==> config.mk <==
export PLATFORM = sky130hd
export DESIGN_NAME = pulse_channel_with_sweep_flat
export DESIGN_NICKNAME = d
export VERILOG_FILES = /design/src/rtl/pcs_pkg.sv /design/src/rtl/pcs_ifs.sv /design/src/rtl/pcs_chan.sv /design/src/rtl/pulse_channel_with_sweep.sv /design/src/flat_wrapper.sv
export VERILOG_INCLUDE_DIRS = /design/src /design/src/rtl
export SDC_FILE = /design/constraint.sdc
export NUM_CORES = 1
export LEC_CHECK = 0
export ABC_AREA = 1
export BUFFER_PORTS_ARGS = -buffer_cell sky130_fd_sc_hd__buf_2
export CORE_AREA = 4 4 165 287
export CTS_CLUSTER_SIZE = 40
export DETAILED_ROUTE_END_ITERATION = 8
export DIE_AREA = 0 0 169 291
export HOLD_SLACK_MARGIN = 0.08
export REMOVE_ABC_BUFFERS = 1
export SYNTH_ARGS = -nofsm -noshare
export SYNTH_HDL_FRONTEND = slang
export SYNTH_SLANG_ARGS = --single-unit
==> constraint.sdc <==
create_clock -name clk -period 5.89 [get_ports clk]
set_input_delay 0.589 -clock clk [delete_from_list [all_inputs] [get_ports clk]]
set_output_delay 0.589 -clock clk [all_outputs]
set_load 0.01 [all_outputs]
==> src/rtl/pulse_channel_with_sweep_defines.svh <==
// Assertion shorthands shared by the channel RTL.
// Each one expects clk and arst_n in the scope where it is used.
`ifndef PULSE_CHANNEL_WITH_SWEEP_DEFINES_SVH
`define PULSE_CHANNEL_WITH_SWEEP_DEFINES_SVH

// Check that cons holds in the same cycle as ante
`define PCS_ASSERT_NOW(lbl, ante, cons, msg) \
	lbl: assert property (@(posedge clk) disable iff (!arst_n) (ante) |-> (cons)) \
		else $error(msg);

// Check that cons holds in the cycle after ante
`define PCS_ASSERT_NEXT(lbl, ante, cons, msg) \
	lbl: assert property (@(posedge clk) disable iff (!arst_n) (ante) |=> (cons)) \
		else $error(msg);

`endif

==> src/rtl/pcs_pkg.sv <==
package pcs_pkg;

	// Action codes of an input word
	localparam logic ACT_TICK  = 1'b0;
	localparam logic ACT_WRITE = 1'b1;

	// Channel register byte indexes
	localparam logic [2:0] REG_SWEEP    = 3'd0;
	localparam logic [2:0] REG_DUTY_LEN = 3'd1;
	localparam logic [2:0] REG_ENV      = 3'd2;
	localparam logic [2:0] REG_FREQ_LO  = 3'd3;
	localparam logic [2:0] REG_FREQ_HI  = 3'd4;
	localparam int         NUM_REGS     = 5;

	// Configuration register indexes
	localparam logic CFG_MASTER_ENABLE = 1'b0;

	// Timer constants, in 1048576 Hz ticks
	localparam logic [16:0] ACC_MAX   = 17'h1FFFF;
	localparam logic [16:0] LEN_TICKS = 17'd4096;
	localparam logic [6:0]  LEN_LIMIT = 7'd64;
	localparam logic [11:0] FREQ_MAX  = 12'd2047;
	localparam logic [11:0] DUTY_SPAN = 12'd2048;
	localparam logic [3:0]  VOL_MAX   = 4'd15;

	typedef struct packed {
		logic       action;
		logic [7:0] tick_cycles;
		logic [2:0] reg_index;
		logic [7:0] write_data;
	} pcs_item_t;

	typedef struct packed {
		logic       channel_on;
		logic       duty_bit;
		logic [3:0] level;
		logic [2:0] duty_position;
	} pcs_result_t;

	typedef struct packed {
		logic [NUM_REGS-1:0][7:0] regs;
		logic                     enabled;
		logic [7:0]               pattern;
		logic [2:0]               step;
		logic [3:0]               volume;
		logic [6:0]               len_count;
		logic                     len_on;
		logic                     env_up;
		logic [2:0]               env_rate;
		logic [2:0]               sweep_rate;
		logic                     sweep_down;
		logic [2:0]               sweep_shift;
		logic [10:0]              freq;
		logic [16:0]              len_acc;
		logic [16:0]              sweep_acc;
		logic [16:0]              duty_acc;
		logic [16:0]              env_acc;
	} pcs_state_t;

	// Eight-step waveform for each duty code
	function automatic logic [7:0] duty_wave(input logic [1:0] sel);
		logic [7:0] w;
		case (sel)
			2'd0: w = 8'h01;
			2'd1: w = 8'h03;
			2'd2: w = 8'h0F;
			2'd3: w = 8'hFC;
			default: w = 8'h01;
		endcase
		return w;
	endfunction

	// Add ticks to an accumulator, holding at the top
	function automatic logic [16:0] acc_add(input logic [16:0] a, input logic [7:0] d);
		logic [17:0] s;
		s = {1'b0, a} + {10'b0, d};
		return s[17] ? ACC_MAX : s[16:0];
	endfunction

endpackage

==> src/rtl/pcs_ifs.sv <==
// Input word channel: one tick count or one register write
interface pcs_cmd_if;
	logic       valid;
	logic       ready;
	logic       action;
	logic [7:0] tick_cycles;
	logic [2:0] reg_index;
	logic [7:0] write_data;

	modport source (output valid, action, tick_cycles, reg_index, write_data, input ready);
	modport sink (input valid, action, tick_cycles, reg_index, write_data, output ready);
endinterface

// Result word channel: channel status after each input word
interface pcs_sample_if;
	logic       valid;
	logic       ready;
	logic       channel_on;
	logic       duty_bit;
	logic [3:0] level;
	logic [2:0] duty_position;

	modport source (output valid, channel_on, duty_bit, level, duty_position, input ready);
	modport sink (input valid, channel_on, duty_bit, level, duty_position, output ready);
endinterface

==> src/rtl/pcs_chan.sv <==
`include "pulse_channel_with_sweep_defines.svh"

module pcs_chan (
	input  logic                clk,
	input  logic                arst_n,
	input  logic                fire,
	input  logic                master_en,
	input  pcs_pkg::pcs_item_t   item,
	output pcs_pkg::pcs_result_t result
);
	import pcs_pkg::*;

	pcs_state_t  st_q;
	pcs_state_t  nxt;
	logic        live;
	logic        wave_bit;
	logic [15:0] sweep_span;
	logic [16:0] env_span;
	logic [11:0] duty_target;
	logic [10:0] sweep_off;
	logic [11:0] freq_sum;
	logic [7:0]  r0, r1, r2, r4;

	// Compute the state after the current word
	always_comb begin
		nxt          = st_q;
		live         = 1'b1;
		sweep_span   = {st_q.sweep_rate, 13'b0};
		env_span     = {st_q.env_rate, 14'b0};
		sweep_off    = '0;
		freq_sum     = '0;
		duty_target  = '0;
		r0           = '0;
		r1           = '0;
		r2           = '0;
		r4           = '0;

		if (fire && item.action == ACT_WRITE) begin
			if (item.reg_index <= REG_FREQ_HI) begin
				// store the byte, then decode all bytes
				for (int i = 0; i < NUM_REGS; i++) begin
					if (item.reg_index == 3'(i)) begin
						nxt.regs[i] = item.write_data;
					end
				end
				r0 = nxt.regs[REG_SWEEP];
				r1 = nxt.regs[REG_DUTY_LEN];
				r2 = nxt.regs[REG_ENV];
				r4 = nxt.regs[REG_FREQ_HI];
				if (r4[7]) begin
					nxt.enabled   = 1'b1;
					nxt.step      = '0;
					nxt.len_acc   = '0;
					nxt.sweep_acc = '0;
					nxt.duty_acc  = '0;
					nxt.env_acc   = '0;
					nxt.volume    = r2[7:4];
				end
				nxt.pattern     = duty_wave(r1[7:6]);
				nxt.len_on      = r4[6];
				nxt.len_count   = {1'b0, r1[5:0]};
				nxt.env_up      = r2[3];
				nxt.env_rate    = r2[2:0];
				nxt.sweep_rate  = r0[6:4];
				nxt.sweep_down  = r0[3];
				nxt.sweep_shift = r0[2:0];
				nxt.freq        = {r4[2:0], nxt.regs[REG_FREQ_LO]};
			end
		end else if (fire && master_en && st_q.enabled) begin
			// length timer
			if (st_q.len_on) begin
				nxt.len_acc = acc_add(st_q.len_acc, item.tick_cycles);
				if (nxt.len_acc >= LEN_TICKS) begin
					nxt.len_acc   = nxt.len_acc - LEN_TICKS;
					nxt.len_count = st_q.len_count + 7'd1;
					if (nxt.len_count >= LEN_LIMIT) begin
						nxt.enabled = 1'b0;
						live        = 1'b0;
					end
				end
			end

			// sweep timer
			if (live && st_q.sweep_rate != '0) begin
				nxt.sweep_acc = acc_add(st_q.sweep_acc, item.tick_cycles);
				if (nxt.sweep_acc >= {1'b0, sweep_span}) begin
					nxt.sweep_acc = nxt.sweep_acc - {1'b0, sweep_span};
					sweep_off     = st_q.freq >> st_q.sweep_shift;
					freq_sum      = {1'b0, st_q.freq} + {1'b0, sweep_off};
					if (st_q.sweep_down) begin
						nxt.freq = st_q.freq - sweep_off;
					end else if (freq_sum > FREQ_MAX) begin
						nxt.freq    = FREQ_MAX[10:0];
						nxt.enabled = 1'b0;
						live        = 1'b0;
					end else begin
						nxt.freq = freq_sum[10:0];
					end
				end
			end

			// duty step timer
			if (live) begin
				duty_target  = DUTY_SPAN - {1'b0, nxt.freq};
				nxt.duty_acc = acc_add(st_q.duty_acc, item.tick_cycles);
				if (nxt.duty_acc >= {5'b0, duty_target}) begin
					nxt.duty_acc = nxt.duty_acc - {5'b0, duty_target};
					nxt.step     = st_q.step + 3'd1;
				end
			end

			// envelope timer
			if (live && st_q.env_rate != '0) begin
				nxt.env_acc = acc_add(st_q.env_acc, item.tick_cycles);
				if (nxt.env_acc >= env_span) begin
					nxt.env_acc = nxt.env_acc - env_span;
					if (!st_q.env_up && st_q.volume != '0) begin
						nxt.volume = st_q.volume - 4'd1;
					end else if (st_q.env_up && st_q.volume < VOL_MAX) begin
						nxt.volume = st_q.volume + 4'd1;
					end
				end
			end
		end
	end

	// Form the result from the updated state
	always_comb begin
		wave_bit             = nxt.pattern[nxt.step];
		result.channel_on    = nxt.enabled;
		result.duty_bit      = wave_bit;
		result.level         = (nxt.enabled && wave_bit) ? nxt.volume : 4'd0;
		result.duty_position = nxt.step;
	end

	// Hold the channel state
	always_ff @(posedge clk or negedge arst_n) begin
		if (!arst_n) begin
			st_q <= '0;
		end else if (fire) begin
			st_q <= nxt;
		end
	end

	`PCS_ASSERT_NEXT(a_idle_tick_stable, fire && item.action == ACT_TICK && !master_en,
		$stable(st_q), "tick changed state with master enable low")
	`PCS_ASSERT_NEXT(a_tick_no_enable, fire && item.action == ACT_TICK && !st_q.enabled,
		!st_q.enabled, "tick enabled a disabled channel")
	`PCS_ASSERT_NOW(a_len_in_range, st_q.enabled, st_q.len_count < LEN_LIMIT,
		"enabled channel with expired length count")

endmodule

==> src/rtl/pulse_channel_with_sweep.sv <==
// Pulse channel with frequency sweep. Words enter on cmd: a tick word advances the
// length, sweep, duty and envelope timers by tick_cycles ticks of 1048576 Hz; a write
// word stores one of the five channel bytes and re-decodes them all (a set trigger bit
// in byte 4 retriggers on every later write to bytes 0-4). Each word gives exactly one
// word on sample, the channel status after it. One word is taken per clock cycle
// unless sample.ready stalls the result register; a word waits in the input register
// while the combinational timer update feeds the result register, and the result
// register lets the next word be taken while a result waits. With the master enable
// bit low, tick words change nothing; the bit sits at APB addresses 0-3 (paddr[2] alone
// is decoded) and is to be written while the channel is idle; the block does not enforce it.
`include "pulse_channel_with_sweep_defines.svh"

module pulse_channel_with_sweep (
	input  logic        clk,
	input  logic        arst_n,
	pcs_cmd_if.sink     cmd,
	pcs_sample_if.source sample,
	input  logic        psel,
	input  logic        penable,
	input  logic        pwrite,
	input  logic [2:0]  paddr,
	input  logic [31:0] pwdata,
	output logic [31:0] prdata,
	output logic        pready
);
	import pcs_pkg::*;

	logic        master_en_q;
	logic        cfg_wr;
	logic        valid_s1;
	pcs_item_t   item_s1;
	logic        out_valid_q;
	pcs_result_t res_q;
	pcs_result_t res_d;
	logic        advance;
	logic        fire;

	// Configuration port
	assign pready = 1'b1;
	assign cfg_wr = psel && penable && pwrite && (paddr[2] == CFG_MASTER_ENABLE);
	assign prdata = (paddr[2] == CFG_MASTER_ENABLE) ? {31'b0, master_en_q} : 32'b0;

	always_ff @(posedge clk or negedge arst_n) begin
		if (!arst_n) begin
			master_en_q <= 1'b0;
		end else if (cfg_wr) begin
			master_en_q <= pwdata[0];
		end
	end

	// Pipeline flow: advance when the result register is free or being drained
	assign advance   = !out_valid_q || sample.ready;
	assign fire      = valid_s1 && advance;
	assign cmd.ready = !valid_s1 || advance;

	// Input register
	always_ff @(posedge clk or negedge arst_n) begin
		if (!arst_n) begin
			valid_s1 <= 1'b0;
		end else if (cmd.ready) begin
			valid_s1 <= cmd.valid;
		end
	end

	always_ff @(posedge clk) begin
		if (cmd.ready && cmd.valid) begin
			item_s1 <= '{action: cmd.action, tick_cycles: cmd.tick_cycles,
				reg_index: cmd.reg_index, write_data: cmd.write_data};
		end
	end

	pcs_chan u_chan (
		.clk       (clk),
		.arst_n    (arst_n),
		.fire      (fire),
		.master_en (master_en_q),
		.item      (item_s1),
		.result    (res_d)
	);

	// Result register
	always_ff @(posedge clk or negedge arst_n) begin
		if (!arst_n) begin
			out_valid_q <= 1'b0;
		end else if (advance) begin
			out_valid_q <= valid_s1;
		end
	end

	always_ff @(posedge clk) begin
		if (fire) begin
			res_q <= res_d;
		end
	end

	assign sample.valid         = out_valid_q;
	assign sample.channel_on    = res_q.channel_on;
	assign sample.duty_bit      = res_q.duty_bit;
	assign sample.level         = res_q.level;
	assign sample.duty_position = res_q.duty_position;

	`PCS_ASSERT_NEXT(a_cmd_to_s1, cmd.valid && cmd.ready, valid_s1,
		"accepted word missing from input register")
	`PCS_ASSERT_NEXT(a_s1_to_out, fire, out_valid_q,
		"processed word missing from result register")
	`PCS_ASSERT_NOW(a_level_gated, out_valid_q && res_q.level != 4'd0,
		res_q.channel_on && res_q.duty_bit, "level set while channel off or duty low")

endmodule

==> src/flat_wrapper.sv <==
// flat-port wrapper written by rule: the top's interface ports become plain ports
module pulse_channel_with_sweep_flat import pcs_pkg::*;
  (clk, arst_n, psel, penable, pwrite, paddr, pwdata, prdata, pready, cmd_valid, cmd_action, cmd_tick_cycles, cmd_reg_index, cmd_write_data, cmd_ready, sample_valid, sample_channel_on, sample_duty_bit, sample_level, sample_duty_position, sample_ready);
  pcs_cmd_if cmd_i ();
  pcs_sample_if sample_i ();
  input  logic clk;
  input  logic arst_n;
  input  logic psel;
  input  logic penable;
  input  logic pwrite;
  input  logic [2:0] paddr;
  input  logic [31:0] pwdata;
  output logic [31:0] prdata;
  output logic pready;
  input wire logic [$bits(cmd_i.valid)-1:0] cmd_valid;
  input wire logic [$bits(cmd_i.action)-1:0] cmd_action;
  input wire logic [$bits(cmd_i.tick_cycles)-1:0] cmd_tick_cycles;
  input wire logic [$bits(cmd_i.reg_index)-1:0] cmd_reg_index;
  input wire logic [$bits(cmd_i.write_data)-1:0] cmd_write_data;
  output wire logic [$bits(cmd_i.ready)-1:0] cmd_ready;
  output wire logic [$bits(sample_i.valid)-1:0] sample_valid;
  output wire logic [$bits(sample_i.channel_on)-1:0] sample_channel_on;
  output wire logic [$bits(sample_i.duty_bit)-1:0] sample_duty_bit;
  output wire logic [$bits(sample_i.level)-1:0] sample_level;
  output wire logic [$bits(sample_i.duty_position)-1:0] sample_duty_position;
  input wire logic [$bits(sample_i.ready)-1:0] sample_ready;
  assign cmd_i.valid = cmd_valid;
  assign cmd_i.action = cmd_action;
  assign cmd_i.tick_cycles = cmd_tick_cycles;
  assign cmd_i.reg_index = cmd_reg_index;
  assign cmd_i.write_data = cmd_write_data;
  assign cmd_ready = cmd_i.ready;
  assign sample_valid = sample_i.valid;
  assign sample_channel_on = sample_i.channel_on;
  assign sample_duty_bit = sample_i.duty_bit;
  assign sample_level = sample_i.level;
  assign sample_duty_position = sample_i.duty_position;
  assign sample_i.ready = sample_ready;
  pulse_channel_with_sweep u_core (.clk(clk), .arst_n(arst_n), .cmd(cmd_i), .sample(sample_i), .psel(psel), .penable(penable), .pwrite(pwrite), .paddr(paddr), .pwdata(pwdata), .prdata(prdata), .pready(pready));
endmodule
After elaboration in Yosys (flattened, before gate mapping) --
Cells that the tools add are included.
Cells by class: $add $sub $neg 15, order comparisons 9, equality and inequality tests 9, shift-type cells 1, muxes and demuxes 68, bitwise operators 1, reduce and logical (&&, ||, !) cells 36
Operator list (number):
- 17-bit 2-to-1 mux | 12
- 79-bit 2-to-1 mux | 2
- 114-bit 2-to-1 mux | 1
- 17-bit by 8-bit adder with 18-bit output | 4
- 8-bit 2-to-1 mux | 9
- 68-bit 2-to-1 mux | 1
- 11-bit 2-to-1 mux | 6
- 8-bit case mux with 4 select lines | 1
- 14-bit 2-to-1 mux | 2
- 7-bit 2-to-1 mux | 4
- 5-bit AND reduction | 5
- 1-bit 2-to-1 mux | 23
- 17-bit by 12-bit >= comparator with 1-bit output | 1
- 17-bit by 13-bit >= comparator with 1-bit output, second input constant | 1
- 17-bit by 16-bit >= comparator with 1-bit output | 1
- 17-bit >= comparator | 1
- 17-bit by 12-bit subtractor with 17-bit output | 1
- 17-bit by 13-bit subtractor with 17-bit output, second input constant | 1
- 17-bit by 16-bit subtractor with 17-bit output | 1
- 17-bit subtractor | 1
- 4-bit 2-to-1 mux | 4
- 1-bit logical AND | 13
- 11-bit by 11-bit adder with 12-bit output | 1
- 12-bit by 11-bit > comparator with 1-bit output, second input constant | 1
- 28 further kinds | 42
Word-level totals: bits in registers 182, output and inout port bits 44, word-level logic and storage cells 171

Logic depth before layout (Yosys ltp) --
Gate-level depths: netlist of run 1.
word-level depth 20, depth in mapped cells 53, depth with buffers taken out 53

Modules after synthesis --
From an unflattened synthesis of run 1, not the netlist that was laid out.
Unflattened totals: cells, all modules 1901, area, all modules 13519.2 um2
Modules (own cells, without submodules):
- pcs_chan | times used 1, cells an instance 1816, area each 12243.0 um2, seq. area each 3453.3 um2
- pulse_channel_with_sweep | times used 1, cells an instance 85, area each 1276.2 um2, seq. area each 945.9 um2

Least setup slack after synthesis of run 1 --
OpenSTA, ideal clock, no wires.
path type reg2reg, start register u_core.item_s1[11] (netlist bit), end register u_core.res_q (netlist bit u_core.sample.level[1]) (data pin), arrival time 6.264 ns, path slack -0.633 ns, cell stages (with the launch flop) 47, cells stage by stage edfxtp_1 > ha_1 > inv_1 > fa_1 > inv_1 > nand3_1 > nand2_1 > nand2_1 > nand2_1 > nand2_1 > nor2_2 > inv_1 > nor3_1 > nor3_1 > fa_1 > or2_2 > nor3b_2 > nand2_4 > (+11 left out) > nor3_1 > a21oi_1 > o21ai_0 > nand2_1 > nand2_1 > a21oi_2 > nand3_2 > nand2_1 > inv_2 > nand4_1 > nand2_2 > nand2_1 > nand2_1 > nand2_1 > nand2_1 > nand3_1 > nand3_1 > nor2_1
RTL lines:
- start, declared | line pulse_channel_with_sweep.sv:31 | pcs_item_t item_s1;
- start signal, assigned | line pulse_channel_with_sweep.sv:67 | item_s1 <= '{action: cmd.action, tick_cycles: cmd.tick_cycles,
- end signal, assigned | line pulse_channel_with_sweep.sv:92 | res_q <= res_d;
- end, declared | line pulse_channel_with_sweep.sv:33 | pcs_result_t res_q;

==> flow_summary.yaml, run 1 <==
sta:
  timing.final.crit_share: 1.11
  timing_max_transition_violations_final: 0
  setup_viol: 27
  grt_setup_unrepaired: "yes"
  slew_headroom: 0.326
  minimum_setup_slack_in_the_final_design_ns: -0.664
  total_count_of_hold_check_failures_in_the_final_report: 0
  final.setup_skew_ns: 0.0113
  fin_setup_tns_ns: -7.86
  hold_worst_slack_ns: 0.188
  layout_min_cycle_time_ns: 6.55
  tightestPinTransition_ns: 1.01
  fmax_mhz: 153
worst_setup_path:
  critical_path_required_ns: 6.09
  cp_common_cell: "sky130_fd_sc_hd__buf_4"
  worstPathArrival_ns: 6.75
  worstSetupPathType: "reg -> reg"
  r2r_end: "u_core.sample.level[1]$_SDFFCE_PN0P_"
  end_kind: "register"
  worstPathBufferInverterCount: 18
  rr_startpoint: "u_core.item_s1[11]$_DFFE_PP_"
  reg2reg_setup_slack_ns: -0.66
  cp_max_fo: 7
  cp_slowest_stage_delay_ns: 0.36
  critical_path.endpoint: "u_core.sample.level[1]$_SDFFCE_PN0P_"
  crit_slowest_cell: "sky130_fd_sc_hd__edfxtp_1"
  reg2regPathDepth: 54
  timing.critical_path.from_type: "register"
  worstSetupStartpoint: "u_core.item_s1[11]$_DFFE_PP_"
  critical_path.top_delay_family: "simple AND/OR/NAND/NOR gates"
  cp_num_cells: 54
synthesis:
  synth.distinct_cells: 67
  syn-instance-count: 1856
  synth_flop_cell: "sky130_fd_sc_hd__dfrtp_1"
  yosys_warnings: 0
  synthMostInstantiatedCell: "sky130_fd_sc_hd__nand2_1"
  cells_taking_the_most_area_after_synthesis: "sky130_fd_sc_hd__dfrtp_1 26%, sky130_fd_sc_hd__nand2_1 13%, sky130_fd_sc_hd__ha_1 7.6%, sky130_fd_sc_hd__inv_1 7.0%, sky130_fd_sc_hd__edfxtp_1 6.5%"
  synth.ff_latch_count: 170
  mean_post_synth_cell_area_um2: 7.21
  synth_common_cells: "472 x sky130_fd_sc_hd__nand2_1, 249 x sky130_fd_sc_hd__inv_1, 156 x sky130_fd_sc_hd__o21ai_0"
  count_of_flip_flops_with_a_built_in_enable_after_synthesis: 29
  synth.top_cell.area_share: 0.264
  synth_async_sr_flop_share: 0.829
  syn-cell-area_um2: 13400
  synth_top_area_cell: "sky130_fd_sc_hd__dfrtp_1"
  ys_seq_area_frac: 0.329
cells_and_area:
  fin_util: 0.387
  area_growth_syn_to_layout_pct: 29.9
  layout-drive-gt1-share: 0.250
  finalNetCount: 2335
  post-route-cell-area_um2: 17400
  antenna_cells: 0
floorplan:
  initial_utilization: 0.297
  fp.dieH_um: 291
  die_area_um2: 49200
  num_io_pins: 106
  die_width_um: 169
  core_region_area_um2: 45000
  rows: 103
pwr:
  clock_power_share: 0.086
  pwr-share-comb: 0.760
  p_seq_frac: 0.154
  internal_power_mw: 6.93
  net-switching-power_mw: 6.06
  power.density_nw_per_um2: 747
  sw_frac_of_total: 0.467
  ir_drop_worst_case_vdd_uv: 453
  power_leakage_nw: 8.86
cts:
  tritoncts.num_buffers: 17
  cts-htree-levels: 4
  clock_sink_count: 170
  cts_hold_buffers: 0
  clk_path_buf_depth: 2
  cts_tree: "yes"
  clockRootBuffer: "sky130_fd_sc_hd__clkbuf_16"
  clkSlewWorstSetupHoldPaths_ns: 0.07
  clock_network_latency_to_the_later_pin_of_the_worst_skew_pair_ns: 0.45
min_path:
  hold_class: "in -> async"
detailed_routing:
  route.detailed.vias_per_inst: 4.86
  drt_drc_violations_left: 0
  wirelength_um: 41300
  routed_wire_length_per_instance_um: 14.9
  firstDrtPassIters: 5
  routed-via-count: 13500
  ant_nets: 0
  drt-initial-drc-count: 691
run:
  max_cap_viol_count: 0
placed_design:
  place_congestion: 0.933
  numPortBuffers: 40
  post-dp-hpwl_um: 32100
  placedInstanceArea_um2: 15900
global_routing:
  grt_start_max_net_pins: 94
  grt_first_pass_wirelength_um: 66300
  grt_overflow_total: 0
  number_of_global_route_vias_before_repair: 13600
  grt_usage: 0.165
  grt_antenna_before_repair: 0
status:
  failed_checks: "negative setup slack"
  outcome: "finished with violations"
[power groups by stage]
stage                     sequential [mW]  combinational, mW  clock [mW]
final                                2.00               9.88        1.11
after floorplan                      1.97               5.18           0
after global routing                 2.05               11.0        1.18
after global placement               1.98               8.70           0
after detailed placement             2.00               8.87           0
after CTS                            1.98               9.33        1.14
[through the flow]
| stage | setup slack [ns] | instances | total power, mW |
|---|---|---|---|
| floorplan | -0.864 | 1814 | 7.15 |
| global placement | -0.745 | 2689 | 10.7 |
| detailed placement | -0.939 | 2689 | 10.9 |
| CTS | -0.562 | 2755 | 12.5 |
| global route | -0.982 | 2773 | 14.2 |
| finish | -0.664 | 2773 | 13.0 |
[worst register-to-register path, delay by kind of cell, from the launching register on]
kind / cells / cell delay, ns
XOR/XNOR: 1 / 0.09
flip-flops: 1 / 0.36
AND/OR/NAND/NOR: 32 / 3.13
adder cells (fa/ha/maj): 3 / 0.90
buffers and inverters: 18 / 1.85
[area by class of cell]
type | count | area [µm²]
clock buffer | 23 | 499
clock inverter | 9 | 75.1
fill | 4570 | 27600
inverter | 269 | 1020
multi-input combinational | 1375 | 8080
sequential | 170 | 4400
tap | 577 | 722
timing repair buffer | 350 | 2590
[layer usage]
layer	vias up	GRT usage	wire, µm
li1	6686	-	-
met1	6334	0.165	14800
met2	329	0.321	22500
met3	140	0.0173	1200
met4	0	0.101	2850
met5	-	0	0
[worst min-delay path by stage]
stage | startpoint | endpoint | slack (ns) | cells past startpoint
after floorplan | arst_n | async pin | 0.29 | 0
final | arst_n | u_core.u_chan.st_q[111]$_DFFE_PN0P_ | 0.19 | 1
after global placement | u_core.u_chan.st_q[122]$_DFFE_PN0P_ | u_core.u_chan.st_q[122]$_DFFE_PN0P_ | 0.45 | 2
after CTS | arst_n | u_core.u_chan.st_q[111]$_DFFE_PN0P_ | 0.25 | 1
after detailed placement | u_core.u_chan.st_q[107]$_DFFE_PN0P_ | u_core.u_chan.st_q[107]$_DFFE_PN0P_ | 0.45 | 2
after global routing | arst_n | u_core.u_chan.st_q[111]$_DFFE_PN0P_ | 0.29 | 1
[state kept, by name (all words and copies together), names as in the netlist, named ones only]
name and count:
u_core.u_chan.st_q 126, u_core.item_s1 20, u_core.sample.level 4, u_core.sample.duty_position 3, u_core.master_en_q 1, u_core.sample.channel_on 1, u_core.sample.duty_bit 1, u_core.sample.valid 1
u_core.valid_s1 1
[kinds of logic after synthesis]
logic type | Yosys count | share of synthesized area
flops | 170 | 0.329
other cells | 2 | 0.000561
compound gates | 344 | 0.149
mux | 6 | 0.00580
buf+inv | 341 | 0.107
simple gates | 837 | 0.276
xor+xnor | 66 | 0.0432
fa+ha+maj | 90 | 0.0892
[timing repair]
item                       CTS  global route
pin swaps                   52            44
setup buffers               38            18
setup endpoints to repair   28            28
resized for setup           58            75
[cells in the final DEF, fill, tap and decap left out, types with 6 or more instances in the layout]
cell type,netlist,layout
sky130_fd_sc_hd__nand4_1,23,23
sky130_fd_sc_hd__nor2_4,4,6
sky130_fd_sc_hd__nand3_2,8,14
sky130_fd_sc_hd__buf_6,0,11
sky130_fd_sc_hd__inv_1,249,244
sky130_fd_sc_hd__clkbuf_16,0,18
sky130_fd_sc_hd__or2_2,9,8
sky130_fd_sc_hd__fa_1,9,6
sky130_fd_sc_hd__nand3_1,119,110
sky130_fd_sc_hd__inv_2,16,19
sky130_fd_sc_hd__buf_2,8,39
sky130_fd_sc_hd__nand2_4,5,7
sky130_fd_sc_hd__nor2_2,7,12
sky130_fd_sc_hd__buf_4,32,298
sky130_fd_sc_hd__o22ai_1,35,35
sky130_fd_sc_hd__xnor2_1,18,18
sky130_fd_sc_hd__nor3_1,21,18
sky130_fd_sc_hd__o21ai_1,9,22
sky130_fd_sc_hd__edfxtp_1,29,29
sky130_fd_sc_hd__dfrtp_1,141,141
sky130_fd_sc_hd__nand2_1,472,450
sky130_fd_sc_hd__xor2_1,48,48
sky130_fd_sc_hd__nand3b_1,8,8
sky130_fd_sc_hd__a21oi_2,2,7
sky130_fd_sc_hd__a21oi_1,72,65
sky130_fd_sc_hd__ha_4,0,9
sky130_fd_sc_hd__o31ai_1,7,6
sky130_fd_sc_hd__nand2_2,15,35
sky130_fd_sc_hd__conb_1,2,32
sky130_fd_sc_hd__o21ai_0,156,137
sky130_fd_sc_hd__nor2_1,127,120
sky130_fd_sc_hd__ha_1,81,68
sky130_fd_sc_hd__o21ai_2,3,9
sky130_fd_sc_hd__o211ai_1,7,7
sky130_fd_sc_hd__a31oi_1,18,18
sky130_fd_sc_hd__a21o_1,7,7
No activity file was read; power rests on OpenSTA's default activity.
==> inputs of run 2 (changes only) <==
--- a/config.mk
+++ b/config.mk
@@ -8,12 +8,13 @@
 export LEC_CHECK = 0
 export ABC_AREA = 1
 export BUFFER_PORTS_ARGS = -buffer_cell sky130_fd_sc_hd__buf_2
-export CORE_AREA = 4 4 165 287
+export CORE_AREA = 4 4 166 288
 export CTS_CLUSTER_SIZE = 40
 export DETAILED_ROUTE_END_ITERATION = 8
-export DIE_AREA = 0 0 169 291
+export DIE_AREA = 0 0 170 292
 export HOLD_SLACK_MARGIN = 0.08
 export REMOVE_ABC_BUFFERS = 1
 export SYNTH_ARGS = -nofsm -noshare
 export SYNTH_HDL_FRONTEND = slang
+export SYNTH_HIERARCHICAL = 1
 export SYNTH_SLANG_ARGS = --single-unit
==> flow_summary.yaml, run 2 <==
worst_setup_path:
  critical_path_required_ns: 6.09
  cp_slowest_stage_delay_ns: 0.41
  critical_path.endpoint: "u_core/sample.level[2]$_DFFE_PP_"
  worstSetupStartpoint: "u_core/item_s1[18]$_DFFE_PP_"
  timing.critical_path.from_type: "register"
  end_kind: "register"
  r2r_end: "u_core/sample.level[2]$_DFFE_PP_"
  cp_max_fo: 6
  rr_startpoint: "u_core/item_s1[18]$_DFFE_PP_"
  worstPathArrival_ns: 6.50
  cp_common_cell: "sky130_fd_sc_hd__buf_4"
  worstSetupPathType: "reg -> reg"
  reg2reg_setup_slack_ns: -0.41
  reg2regPathDepth: 48
  crit_slowest_cell: "sky130_fd_sc_hd__edfxtp_1"
pwr:
  design_power_total_mw: 13.2
  ir_drop_worst_case_vdd_uv: 483
  power.density_nw_per_um2: 743
  power_leakage_nw: 9.02
cells_and_area:
  antenna_cells: 0
  top_register: "u_core/u_chan/st_q"
  area_growth_syn_to_layout_pct: 31.8
  fin_util: 0.394
  finalNetCount: 2389
  final_cell_mix: "435 x sky130_fd_sc_hd__nand2_1, 310 x sky130_fd_sc_hd__buf_4, 271 x sky130_fd_sc_hd__inv_1"
  most_frequent_standard_cell_in_the_layout_excluding_fill_and_tap_cells: "sky130_fd_sc_hd__nand2_1"
  largest_register_ffs: 126
  layout-drive-gt1-share: 0.254
sta:
  timing_max_transition_violations_final: 0
  setup_viol: 25
  final.setup_skew_ns: 0.0120
  fin_setup_tns_ns: -5.03
  fmax_mhz: 159
  slew_headroom: 0.270
  timing.final.crit_share: 1.07
  hold_worst_slack_ns: 0.231
  minimum_setup_slack_in_the_final_design_ns: -0.412
  total_count_of_hold_check_failures_in_the_final_report: 0
  grt_setup_unrepaired: "yes"
  tightestPinTransition_ns: 1.09
  layout_min_cycle_time_ns: 6.30
synthesis:
  synth.distinct_cells: 60
  cells_taking_the_most_area_after_synthesis: "sky130_fd_sc_hd__dfrtp_1 26%, sky130_fd_sc_hd__nand2_1 13%, sky130_fd_sc_hd__inv_1 7.8%, sky130_fd_sc_hd__ha_1 7.5%, sky130_fd_sc_hd__edfxtp_1 6.4%"
  yosys_warnings: 6
  synth_top_area_cell: "sky130_fd_sc_hd__dfrtp_1"
  mean_post_synth_cell_area_um2: 7.11
  synth_common_cells: "460 x sky130_fd_sc_hd__nand2_1, 282 x sky130_fd_sc_hd__inv_1, 164 x sky130_fd_sc_hd__o21ai_0"
  syn-cell-area_um2: 13500
  synth.ff_latch_count: 170
  synth.top_cell.area_share: 0.261
  synthMostInstantiatedCell: "sky130_fd_sc_hd__nand2_1"
  syn-instance-count: 1901
  ys_seq_area_frac: 0.325
  synth_async_sr_flop_share: 0.829
  count_of_flip_flops_with_a_built_in_enable_after_synthesis: 29
  synth_flop_cell: "sky130_fd_sc_hd__dfrtp_1"
cts:
  cts-htree-levels: 4
  clkSlewWorstSetupHoldPaths_ns: 0.08
  clk_path_buf_depth: 2
  clock_sink_count: 170
  tritoncts.num_buffers: 17
  cts_tree: "yes"
  clockRootBuffer: "sky130_fd_sc_hd__clkbuf_16"
  clock_network_latency_to_the_later_pin_of_the_worst_skew_pair_ns: 0.45
floorplan:
  die_area_um2: 49600
  die_width_um: 170
  num_io_pins: 106
  fp.dieH_um: 292
  core_region_area_um2: 45200
  rows: 103
  initial_utilization: 0.299
detailed_routing:
  routed-via-count: 13800
  drt-initial-drc-count: 698
  drt_drc_violations_left: 0
  firstDrtPassIters: 6
  ant_nets: 0
  wirelength_um: 42800
  routed_wire_length_per_instance_um: 15.2
  route.detailed.vias_per_inst: 4.89
run:
  max_cap_viol_count: 0
global_routing:
  number_of_global_route_vias_before_repair: 13800
  grt_start_max_net_pins: 100
  grt_usage: 0.168
  grt_antenna_before_repair: 0
  grt_first_pass_wirelength_um: 67400
  grt_overflow_total: 0
status:
  failed_checks: "negative setup slack"
  outcome: "finished with violations"
placed_design:
  place_congestion: 0.929
  numPortBuffers: 40
  post-dp-hpwl_um: 32800
  pre_cts_slack_ns: -0.675
min_path:
  hold_class: "in -> async"
==> run 2: per-layer routing <==
| layer | global-route usage | up-vias | routed length, µm | share of wire |
|---|---|---|---|---|
| met1 | 0.169 | 6498 | 15500 | 0.36 |
| li1 | - | 6844 | - | - |
| met2 | 0.318 | 342 | 22900 | 0.53 |
| met3 | 0.0175 | 145 | 1330 | 0.031 |
| met5 | 0 | - | 0 | 0 |
| met4 | 0.111 | 0 | 3120 | 0.073 |
==> run 2: worst min-delay path by stage <==
stage | startpoint | to | slack (ns) | cells past startpoint
final | arst_n | u_core/u_chan/st_q[110]$_DFFE_PN0P_ | 0.23 | 1
after global routing | cmd_write_data[7] | u_core/item_s1[7]$_DFFE_PP_ | 0.30 | 1
after CTS | arst_n | u_core/sample.valid$_DFFE_PN0P_ | 0.29 | 1
after detailed placement | u_core/u_chan/st_q[112]$_DFFE_PN0P_ | u_core/u_chan/st_q[112]$_DFFE_PN0P_ | 0.46 | 2
after global placement | u_core/u_chan/st_q[111]$_DFFE_PN0P_ | u_core/u_chan/st_q[111]$_DFFE_PN0P_ | 0.45 | 2
after floorplan | arst_n | u_core/master_en_q$_DFFE_PN0P_ | 0.29 | 0
==> run 2: kinds of logic after synthesis <==
logic type	after synthesis	synth area share
buffers and inverters	369	0.116
DFF	170	0.325
xor gates and xnor gates	63	0.0408
and+or+nand+nor	828	0.268
adders and majority gates	90	0.0883
AOI/OAI and AO/OA	379	0.161
other	2	0.000556
==> run 2: critical path, delay by kind of cell (launching register included) <==
kind                       cells  cell delay (ns)
and+or+nand+nor               22             2.09
buffers and inverters         17             2.06
AOI/OAI and AO/OA              6             0.77
adders and majority gates      2             0.55
DFF                            1             0.41
xor gates and xnor gates       1             0.14
==> run 2: area by class of cell <==
class / count / area (µm²)
fillers: 4553 / 27400
multi-input cells: 1393 / 8240
flip-flops and latches: 170 / 4400
repair buffers: 362 / 2700
inverters: 293 / 1120
well taps: 577 / 722
clock buffers: 17 / 425
clock inverters: 15 / 208
==> run 2: per-stage QoR <==
stage | instances | cell area, µm²
after floorplan | 1855 | 13200
after global placement | 2723 | 16000
after detailed placement | 2723 | 16000
after CTS | 2796 | 17200
after global routing | 2827 | 17800
final | 2827 | 17800
==> run 2: report_power, final <==
| group | total (mW) | internal (mW) | switching, mW |
|---|---|---|---|
| Combinational | 10.1 | 4.80 | 5.26 |
| Sequential | 1.98 | 1.63 | 0.351 |
| Clock | 1.21 | 0.652 | 0.556 |
==> run 2: what timing repair did <==
item / 4_1_cts / 5_1_grt
gates resized for setup: 59 / 97
setup buffers: 41 / 32
hold endpoints to repair: 0 / 0
setup endpoints to repair: 28 / 28
cloned: 1 / 1
pin swaps: 40 / 79
hold buffers: 0 / 0
